==> src/sv/fbfla_pkg.sv <==
package fbfla_pkg;

    // Pool geometry. A link value of POOL_SIZE stands for the end of the list.
    localparam int POOL_SIZE = 16;
    localparam int IDX_W     = $clog2(POOL_SIZE);
    localparam int LINK_W    = $clog2(POOL_SIZE + 1);

    // Result field widths.
    localparam int GRANT_W = 4;
    localparam int CNT_W   = 5;
    localparam int STAT_W  = 2;
    localparam int BIDX_W  = 8;

    // Request codes.
    localparam logic ACT_ALLOC = 1'b0;
    localparam logic ACT_FREE  = 1'b1;

    // Result status codes.
    typedef enum logic [STAT_W-1:0] {
        STAT_OK        = 2'd0,
        STAT_EXHAUSTED = 2'd1,
        STAT_FOREIGN   = 2'd2
    } t_status;

    // Controller states.
    typedef enum logic [1:0] {
        ST_INIT,
        ST_IDLE,
        ST_POP
    } t_state;

endpackage

==> src/sv/fbfla_link_ram.sv <==
module fbfla_link_ram #(
    parameter int DEPTH = 16,
    parameter int WIDTH = 5
) (
    input  logic                     i_clk,
    input  logic                     i_wr_en,
    input  logic [$clog2(DEPTH)-1:0] i_wr_addr,
    input  logic [WIDTH-1:0]         i_wr_data,
    input  logic                     i_rd_en,
    input  logic [$clog2(DEPTH)-1:0] i_rd_addr,
    output logic [WIDTH-1:0]         o_rd_data
);

    logic [WIDTH-1:0] mem [DEPTH];

    // Single write port, single registered read port.
    always_ff @(posedge i_clk) begin
        if (i_wr_en) begin
            mem[i_wr_addr] <= i_wr_data;
        end
        if (i_rd_en) begin
            o_rd_data <= mem[i_rd_addr];
        end
    end

endmodule

==> src/sv/fixed_block_free_list_allocator_unit.sv <==
// Channel   Direction  Handshake             Payload
// request   in         start high, busy low  i_action, i_block_index
// result    out        o_valid, one cycle    o_granted_index, o_status, o_free_count
//
// A free, or an allocate on an empty list, is done in the idle state; an allocate that pops
// a block also passes through the pop state, since the link memory read is registered.
// The result strobe is registered and rises in the cycle after the request's last working cycle.
// After reset the chain is built by a pass over all POOL_SIZE (16) entries of the link memory,
// during which busy is high. The receiver cannot stall results.
module fixed_block_free_list_allocator_unit (
    input  logic                                i_clk,
    input  logic                                i_rst_n,
    input  logic                                start,
    output logic                                busy,
    input  logic                                i_action,
    input  logic [fbfla_pkg::BIDX_W-1:0]        i_block_index,
    output logic                                o_valid,
    output logic [fbfla_pkg::GRANT_W-1:0]       o_granted_index,
    output logic [fbfla_pkg::STAT_W-1:0]        o_status,
    output logic [fbfla_pkg::CNT_W-1:0]         o_free_count
);

    localparam logic [fbfla_pkg::LINK_W-1:0] LinkNull = fbfla_pkg::LINK_W'(fbfla_pkg::POOL_SIZE);
    localparam logic [fbfla_pkg::IDX_W-1:0]  LastIdx  =
        fbfla_pkg::IDX_W'(fbfla_pkg::POOL_SIZE - 1);
    localparam logic [fbfla_pkg::CNT_W-1:0]  FullCnt  = fbfla_pkg::CNT_W'(fbfla_pkg::POOL_SIZE);

    fbfla_pkg::t_state                   r_state, n_state;
    logic [fbfla_pkg::IDX_W-1:0]         r_init_cnt, n_init_cnt;
    logic [fbfla_pkg::LINK_W-1:0]        r_head, n_head;
    logic [fbfla_pkg::CNT_W-1:0]         r_count, n_count;
    logic                                r_valid, n_valid;
    logic [fbfla_pkg::GRANT_W-1:0]       r_granted, n_granted;
    fbfla_pkg::t_status                  r_status, n_status;

    logic                                accept;
    logic                                foreign;
    logic                                head_null;
    logic                                ram_wr_en;
    logic [fbfla_pkg::IDX_W-1:0]         ram_wr_addr;
    logic [fbfla_pkg::LINK_W-1:0]        ram_wr_data;
    logic                                ram_rd_en;
    logic [fbfla_pkg::LINK_W-1:0]        ram_rd_data;
    logic [fbfla_pkg::LINK_W-1:0]        next_head;

    // Request decode. Busy is low exactly in the idle state.
    assign accept    = start && (r_state == fbfla_pkg::ST_IDLE);
    assign foreign   = i_block_index >= fbfla_pkg::BIDX_W'(fbfla_pkg::POOL_SIZE);
    assign head_null = r_head >= LinkNull;
    // A link that is not a valid index is taken as the end of the list.
    assign next_head = (ram_rd_data < LinkNull) ? ram_rd_data : LinkNull;

    fbfla_link_ram #(
        .DEPTH (fbfla_pkg::POOL_SIZE),
        .WIDTH (fbfla_pkg::LINK_W)
    ) u_link_ram (
        .i_clk     (i_clk),
        .i_wr_en   (ram_wr_en),
        .i_wr_addr (ram_wr_addr),
        .i_wr_data (ram_wr_data),
        .i_rd_en   (ram_rd_en),
        .i_rd_addr (r_head[fbfla_pkg::IDX_W-1:0]),
        .o_rd_data (ram_rd_data)
    );

    // Next state.
    always_comb begin
        n_state = r_state;
        unique case (r_state)
            fbfla_pkg::ST_INIT: begin
                if (r_init_cnt == LastIdx) begin
                    n_state = fbfla_pkg::ST_IDLE;
                end
            end
            fbfla_pkg::ST_IDLE: begin
                if (accept && i_action == fbfla_pkg::ACT_ALLOC && !head_null) begin
                    n_state = fbfla_pkg::ST_POP;
                end
            end
            fbfla_pkg::ST_POP: begin
                n_state = fbfla_pkg::ST_IDLE;
            end
            default: begin
                n_state = fbfla_pkg::ST_INIT;
            end
        endcase
    end

    // Controller outputs and memory access.
    always_comb begin
        busy        = 1'b1;
        ram_wr_en   = 1'b0;
        ram_wr_addr = r_init_cnt;
        ram_wr_data = fbfla_pkg::LINK_W'(r_init_cnt) + fbfla_pkg::LINK_W'(1);
        ram_rd_en   = 1'b0;
        unique case (r_state)
            fbfla_pkg::ST_INIT: begin
                ram_wr_en = 1'b1;
            end
            fbfla_pkg::ST_IDLE: begin
                busy = 1'b0;
                if (accept && i_action == fbfla_pkg::ACT_FREE && !foreign) begin
                    ram_wr_en   = 1'b1;
                    ram_wr_addr = i_block_index[fbfla_pkg::IDX_W-1:0];
                    ram_wr_data = r_head;
                end
                ram_rd_en = accept && i_action == fbfla_pkg::ACT_ALLOC && !head_null;
            end
            fbfla_pkg::ST_POP: begin
                busy = 1'b1;
            end
            default: begin
                busy = 1'b1;
            end
        endcase
    end

    // Head, free count and result updates.
    always_comb begin
        n_init_cnt = r_init_cnt;
        n_head     = r_head;
        n_count    = r_count;
        n_valid    = 1'b0;
        n_granted  = '0;
        n_status   = fbfla_pkg::STAT_OK;
        unique case (r_state)
            fbfla_pkg::ST_INIT: begin
                n_init_cnt = r_init_cnt + fbfla_pkg::IDX_W'(1);
            end
            fbfla_pkg::ST_IDLE: begin
                if (accept) begin
                    if (i_action == fbfla_pkg::ACT_FREE) begin
                        n_valid = 1'b1;
                        if (foreign) begin
                            n_status = fbfla_pkg::STAT_FOREIGN;
                        end else begin
                            n_head = fbfla_pkg::LINK_W'(i_block_index[fbfla_pkg::IDX_W-1:0]);
                            if (r_count < FullCnt) begin
                                n_count = r_count + fbfla_pkg::CNT_W'(1);
                            end
                        end
                    end else if (head_null) begin
                        n_valid  = 1'b1;
                        n_status = fbfla_pkg::STAT_EXHAUSTED;
                    end
                end
            end
            fbfla_pkg::ST_POP: begin
                n_valid   = 1'b1;
                n_granted = r_head[fbfla_pkg::GRANT_W-1:0];
                n_head    = next_head;
                if (r_count != '0) begin
                    n_count = r_count - fbfla_pkg::CNT_W'(1);
                end
            end
            default: begin
                n_valid = 1'b0;
            end
        endcase
    end

    // Control registers.
    always_ff @(posedge i_clk) begin
        if (!i_rst_n) begin
            r_state    <= fbfla_pkg::ST_INIT;
            r_init_cnt <= '0;
            r_head     <= '0;
            r_count    <= FullCnt;
            r_valid    <= 1'b0;
        end else begin
            r_state    <= n_state;
            r_init_cnt <= n_init_cnt;
            r_head     <= n_head;
            r_count    <= n_count;
            r_valid    <= n_valid;
        end
    end

    // Result payload.
    always_ff @(posedge i_clk) begin
        r_granted <= n_granted;
        r_status  <= n_status;
    end

    assign o_valid         = r_valid;
    assign o_granted_index = r_granted;
    assign o_status        = r_status;
    assign o_free_count    = r_count;

`ifndef SYNTH
    // A free request, taken or refused, reports in the following cycle.
    a_free_reports: assert property (@(posedge i_clk) disable iff (!i_rst_n)
        accept && i_action == fbfla_pkg::ACT_FREE |=> o_valid)
        else $error("free transaction gave no result");

    // A pop always completes from the memory read and never stalls further.
    a_pop_one_cycle: assert property (@(posedge i_clk) disable iff (!i_rst_n)
        r_state == fbfla_pkg::ST_POP |=> o_valid && o_status == fbfla_pkg::STAT_OK)
        else $error("pop did not complete with a grant");

    // The free count never exceeds the pool.
    a_count_range: assert property (@(posedge i_clk) disable iff (!i_rst_n)
        r_count <= FullCnt)
        else $error("free count out of range");

    // A grant index is only reported with an ok status.
    a_grant_ok: assert property (@(posedge i_clk) disable iff (!i_rst_n)
        o_valid && o_status != fbfla_pkg::STAT_OK |-> o_granted_index == '0)
        else $error("failed transaction carried a grant index");
`endif

endmodule
==> config.mk <==
export PLATFORM = sky130hd
export DESIGN_NAME = fixed_block_free_list_allocator_unit
export DESIGN_NICKNAME = d
export VERILOG_FILES = /design/src/sv/fbfla_pkg.sv /design/src/sv/fbfla_link_ram.sv /design/src/sv/fixed_block_free_list_allocator_unit.sv
export SDC_FILE = /design/constraint.sdc
export NUM_CORES = 1
export LEC_CHECK = 0
export BUFFER_PORTS_ARGS = -buffer_cell sky130_fd_sc_hd__buf_2
export CAP_MARGIN = 30
export CORE_MARGIN = 5
export CORE_UTILIZATION = 55
export CTS_BUF_LIST = sky130_fd_sc_hd__clkbuf_4 sky130_fd_sc_hd__clkbuf_8
export CTS_CLUSTER_DIAMETER = 50
export CTS_CLUSTER_SIZE = 8
export DETAILED_ROUTE_END_ITERATION = 12
export HOLD_SLACK_MARGIN = 0.02
export PLACE_DENSITY = 0.71
export SKIP_LAST_GASP = 1
export SLEW_MARGIN = 20
export SYNTH_ARGS = -nofsm -noshare
export SYNTH_HDL_FRONTEND = slang
export SYNTH_SLANG_ARGS = --single-unit
export TNS_END_PERCENT = 50
==> constraint.sdc <==
create_clock -name i_clk -period 5.59 [get_ports i_clk]
set_input_delay 0.559 -clock i_clk [delete_from_list [all_inputs] [get_ports i_clk]]
set_output_delay 0.559 -clock i_clk [all_outputs]
set_load 0.005 [all_outputs]
# After elaboration in Yosys (flattened, before gate mapping)
# Memories as Yosys holds them, arrays and structs flattened. A register that Yosys moved wholly into a read port is not among the register bits.
# Index checks and enable logic that the tools add are counted.
[word_totals]
reg_bits = 23
ramBits = 80
out_inout_bits = 13
memories = 1
[classes]
mux = 31
bitwise = 1
order_cmp = 4
n_eq_ne = 10
n_reduce_logical = 14
add_sub_neg = 4
[memory_table]
columns = ["name", "words", "width", "rd", "rd_clocked_by_memory_dff", "wr", "line_no", "text"]
rows = [
  ["u_link_ram.mem", 16, 5, 1, 1, 1, "fbfla_link_ram.sv:14", "logic [WIDTH-1:0] mem [DEPTH];"],
]
[ops]
columns = ["operator", "n"]
rows = [
  ["two-way mux 5 bit", 11],
  ["one-hot mux 5 bit (2 select lines)", 2],
  ["< comparator 5 bit, second input constant", 2],
  ["inequality test 2 bit, second input constant", 5],
  ["two-way mux 1 bit", 9],
  [">= comparator 8 x 5 -> 1 bit, second input constant", 1],
  ["two-way mux 2 bit", 4],
  ["two-way mux 4 bit", 2],
  ["one-hot mux 2 bit (3 select lines)", 1],
  ["AND reduction 6 bit", 1],
  ["adder 4 x 1 -> 5 bit, second input constant", 1],
  ["adder 5 x 1 -> 5 bit, second input constant", 1],
  [">= comparator 5 bit, second input constant", 1],
  ["logical AND 1 bit", 5],
  ["nonzero test 5 bit", 1],
  ["subtractor 5 x 1 -> 5 bit, second input constant", 1],
  ["adder 4 x 1 -> 4 bit, second input constant", 1],
  ["== test 4 bit, second input constant", 1],
  ["inequality test 2 x 1 -> 1 bit, second input constant", 2],
  ["one-hot mux 1 bit (2 select lines)", 2],
  ["AND reduction 2 bit", 2],
  ["AND reduction 4 bit", 1],
  ["== test 2 x 1 -> 1 bit, second input constant", 1],
  ["== test 2 bit, second input constant", 1],
  ["other kinds (4)", 5],
]

# Logic depth before layout (Yosys ltp)
[depth]
ltp_word = 8
ltp_mapped = 9
mapped_depth_nobuf = 9

# Modules after synthesis
# From an unflattened synthesis, not the netlist that was laid out.
[hier_totals]
cells_unflattened = 293
area_unflattened_um2 = 4483.0
[by_module_without_submodules]
columns = ["mod", "instances", "area_each_um2", "seq_area_each_um2", "cells_each"]
rows = [
  ["fbfla_link_ram", 1, 3263.1, 2552.4, 155],
  ["fixed_block_free_list_allocator_unit", 1, 1219.9, 460.4, 138],
]

# Least setup slack after synthesis
# Ideal clock, no wire load.
[synth_path]
kind = "input-to-reg"
startpoint = "input i_block_index[7] (netlist name)"
endpoint = "memory u_link_ram.mem[0][0] (data pin)"
setup_ns = 0.291
cell_stages = 4
n_path_buf = 1
arrival_ns = 1.986
setup_slack_ns = 3.313
cell_sequence = "or4_4 or2_1 buf_6 a21oi_1"
[synth_via]
elab_chain_cells = 5
[synth_lines]
columns = ["item", "line_no", "text"]
rows = [
  ["start, declared", "fixed_block_free_list_allocator_unit.sv:16", "input logic [fbfla_pkg::BIDX_W-1:0] i_block_index,"],
  [">= comparator 8 x 5 -> 1 bit", "fixed_block_free_list_allocator_unit.sv:48", "assign foreign = i_block_index >= fbfla_pkg::BIDX_W'(fbfla_pkg::POOL_SIZE);"],
  ["zero test 1 bit", "fixed_block_free_list_allocator_unit.sv:102", "if (accept && i_action == fbfla_pkg::ACT_FREE && !foreign) begin"],
  ["logical AND 1 bit", "fixed_block_free_list_allocator_unit.sv:102", ""],
  ["two-way mux 5 bit", "fixed_block_free_list_allocator_unit.sv:102", ""],
  ["two-way mux 5 bit", "fixed_block_free_list_allocator_unit.sv:96", "unique case (r_state)"],
  ["named net ram_wr_data, one bit", "fixed_block_free_list_allocator_unit.sv:41", "logic [fbfla_pkg::LINK_W-1:0] ram_wr_data;"],
  ["end, declared", "fbfla_link_ram.sv:14", ""],
]
# The timed path passes the listed nets, and every way through them passes these cells.

# Final worst setup path
[layout_path]
startpoint = "register r_state[1]"
endpoint = "memory u_link_ram.mem[1][4] (enable)"
[layout_via]
elab_chain_cells = 8
word_cells_on_any_way = 11
[layout_lines]
columns = ["item", "line_no", "text"]
rows = [
  ["start, declared", "fixed_block_free_list_allocator_unit.sv:28", "fbfla_pkg::t_state r_state, n_state;"],
  ["start signal, assigned", "fixed_block_free_list_allocator_unit.sv:165", "r_state <= fbfla_pkg::ST_INIT;"],
  ["start signal, assigned", "fixed_block_free_list_allocator_unit.sv:171", "r_state <= n_state;"],
  ["== test 2 x 1 -> 1 bit", "fixed_block_free_list_allocator_unit.sv:47, fixed_block_free_list_allocator_unit.sv:96", ""],
  ["logical AND 1 bit", "fixed_block_free_list_allocator_unit.sv:47", "assign accept = start && (r_state == fbfla_pkg::ST_IDLE);"],
  ["logical AND 1 bit (2 in a row)", "fixed_block_free_list_allocator_unit.sv:102", ""],
  ["two-way mux 1 bit", "fixed_block_free_list_allocator_unit.sv:102", ""],
  ["one-hot mux 1 bit (2 select lines)", "fixed_block_free_list_allocator_unit.sv:96", ""],
  ["two-way mux 1 bit", "fbfla_link_ram.sv:18", "if (i_wr_en) begin"],
  ["two-way mux 1 bit (not written as such)", "fbfla_link_ram.sv:19", "mem[i_wr_addr] <= i_wr_data;"],
]
# Several ways; a longest one is shown, not always the timed one.

==> results.json <==
{
  "outcome": "completed",
  "dpl_cell_area_um2": 4830,
  "cts_setup_buffers": 0,
  "timing.hold.ws_ps": 394,
  "fin_skew_ps": 15.2,
  "drv_cap": 0,
  "avgSynthCellArea_um2": 15.7,
  "yosys-top-cells-area": "edfxtp_1 (55%), mux4_2 (12%), dfxtp_1 (10%)",
  "clk-insertion-delay-late_ps": 380,
  "tightest_slew_ps": 861,
  "ys_warn_count": 0,
  "period_minus_slack_ps": 2800,
  "p_leak_nw": 1.76,
  "nets": 340,
  "slew_viol_final": 0,
  "critPathLaunchType": "flip-flop",
  "syn_to_final_growth_pct": 9.74,
  "layout.cells.non_filler": 428,
  "dr.pass1.iters": 4,
  "path_clk_slew_ps": 120,
  "cts_buffers": 9,
  "fin_crit_sh_pct": 50.1,
  "hold_path.class": "in2reg",
  "gr-total-overflow": 0,
  "htree_levels": 3,
  "grt_pass1_wl_um": 14300,
  "num_antenna_cells": 0,
  "syn_area_um2": 4610,
  "rsz0062_at_grt": "false",
  "synth_most_common_cell": "edfxtp_1",
  "ys_top_cells_by_count": "edfxtp_1 (85), nor2_1 (29), mux4_2 (25), dfxtp_1 (23), nand2_1 (14)",
  "cts_tree": "done",
  "syn-instance-count": 294,
  "dieHeight_um": 102,
  "grt_usage_pct": 19.3,
  "timing.final.hold_violations": 0,
  "dpl.hpwl_um": 6180,
  "grt_pass1_vias": 2565,
  "grt.met3_usage_pct": 4.48,
  "grt_max_degree": 24,
  "final_cell_area_um2": 5060,
  "setup_violations": 0,
  "ant_nets": 0,
  "p_per_area_nw_per_um2": 327,
  "antenna_found_initial": 0,
  "max_freq_mhz": 357,
  "ys_seq_area_share_pct": 65.3,
  "critPathArrivalTime_ps": 2840,
  "vias": 2551,
  "ir_drop_mv": 0.213,
  "relSlewSlack_pct": 42.5,
  "gr-usage-met2_pct": 31.6,
  "clockBufferDepth": 2,
  "io-pin-count": 25,
  "grt_use_met1_pct": 25.8,
  "crit_type": "reg2reg",
  "rows": 33,
  "core_um2": 8180,
  "root_buffer": "clkbuf_8",
  "cts_hold_buf": 0,
  "grt.busiest_layer": "met2",
  "viasPerCell": 5.96,
  "die_x_um": 102,
  "postLayoutCoreUtil_pct": 61.9,
  "drt-wirelength-per-cell_um": 21.2,
  "async_flop_share_pct": 0,
  "drt_wl_total_um": 9080,
  "synth_top_area_share_pct": 55.4,
  "synth_edf_count": 85,
  "cp-end-kind": "flip-flop",
  "drtIter0Drc": 175,
  "synth.net_count": 316,
  "pre_cts_slack_ps": 2450,
  "placed_cells": 412,
  "gp_congestion": 0.822,
  "setup_ws_ps": 2790,
  "initial_core_util_pct": 56.4,
  "io_buffers": 24,
  "drive_gt1_share_pct": 25.1,
  "critPathRequiredTime_ps": 5630,
  "synth_area_leader_cell": "edfxtp_1",
  "power_mw": 1.66,
  "drc_errors": 0,
  "ys_seq_elements": 108,
  "synth.distinct_cells": 44,
  "tns_ps": 0,
  "post_cts_resize_count": 0,
  "fillers": 610,
  "clkSinkCount": 108,
  "dieArea_um2": 10300,
  "critPathMaxFanout": 22,
  "synth_ff_type": "edfxtp_1"
}
[worst max-delay path: stages (launching register included)]
cell and delay (ps):
dfxtp_1 360, inv_1 110, ha_1 260, nand3_1 160, nor2_2 690, a31oi_1 400, nor2_1 480
[report_power, final]
part | internal (mW) | switching (mW)
clock network | 0.224 | 0.296
registers | 0.939 | 0.0215
logic | 0.0644 | 0.111
total | 1.23 | 0.429
[final cells by class]
class	count	area, µm²	area share (%)
multi-input cells	158	1480	29.2
flip-flops and latches	108	3010	59.5
repair buffers	29	165	3.26
clock buffers	9	124	2.45
inverters	12	45.0	0.890
well taps	105	131	2.60
clock inverters	7	103	2.03
[worst paths after layout]
check | endpoint | from | slack, ps | cells past startpoint
max | u_link_ram.mem[1][4]$_DFFE_PP_ | r_state[1]$_SDFFE_PN0P_ | 2790 | 6
min reg2reg | o_status[0]$_SDFF_PP0_ | r_head[4]$_SDFFE_PN0P_ | 480 | 2
min | o_status[0]$_SDFF_PP0_ | i_action | 390 | 2
max reg2reg | u_link_ram.mem[1][4]$_DFFE_PP_ | r_state[1]$_SDFFE_PN0P_ | 2790 | 6
[sequential cells by signal, indices dropped and copies added (netlist names)]
name                  cells
u_link_ram.o_rd_data      5
o_status                  2
r_init_cnt                4
r_state                   2
o_free_count              5
u_link_ram.mem           80
o_valid                   1
o_granted_index           4
r_head                    5
[cells in the final DEF, fill, tap and decap left out, types with 2 or more instances in the layout]
cell       n
clkbuf_8   9
xor2_1     4
o211a_1    5
edfxtp_1  85
dfxtp_1   23
buf_2     24
nor4b_1    2
o21ai_2    2
clkinv_8   2
ha_1       9
a21oi_1    3
nor2b_1    3
a31oi_4    2
inv_6      2
a22oi_1    4
a31oi_1    6
nand3_1    5
nor3b_1    3
nor3_1     4
inv_1     11
o211ai_1   2
buf_4      4
nor2_1    29
inv_8      2
xnor2_1    5
mux2i_1    5
mux4_2    25
o21ai_0    4
and2_1     6
nand2_1   14
[metal layers]
layer  share of wire (%)  wire length (µm)
met1                  43              3870
met2                  50              4560
met3                 5.8               524
met4                 1.3               116
met5                   0                 0
[cell families (layout without fill, tap and decap cells)]
logic type      after synthesis  count (layout)  synth area share, %
fa+ha+maj                    10              10                 2.88
flops                       108             108                 65.3
buf+inv                      28              57                 2.66
xor+xnor                      9               9                 1.71
simple gates                 77              77                 8.55
compound gates               32              32                 5.56
mux                          30              30                 13.3
Power figures use the tool's default switching activity.
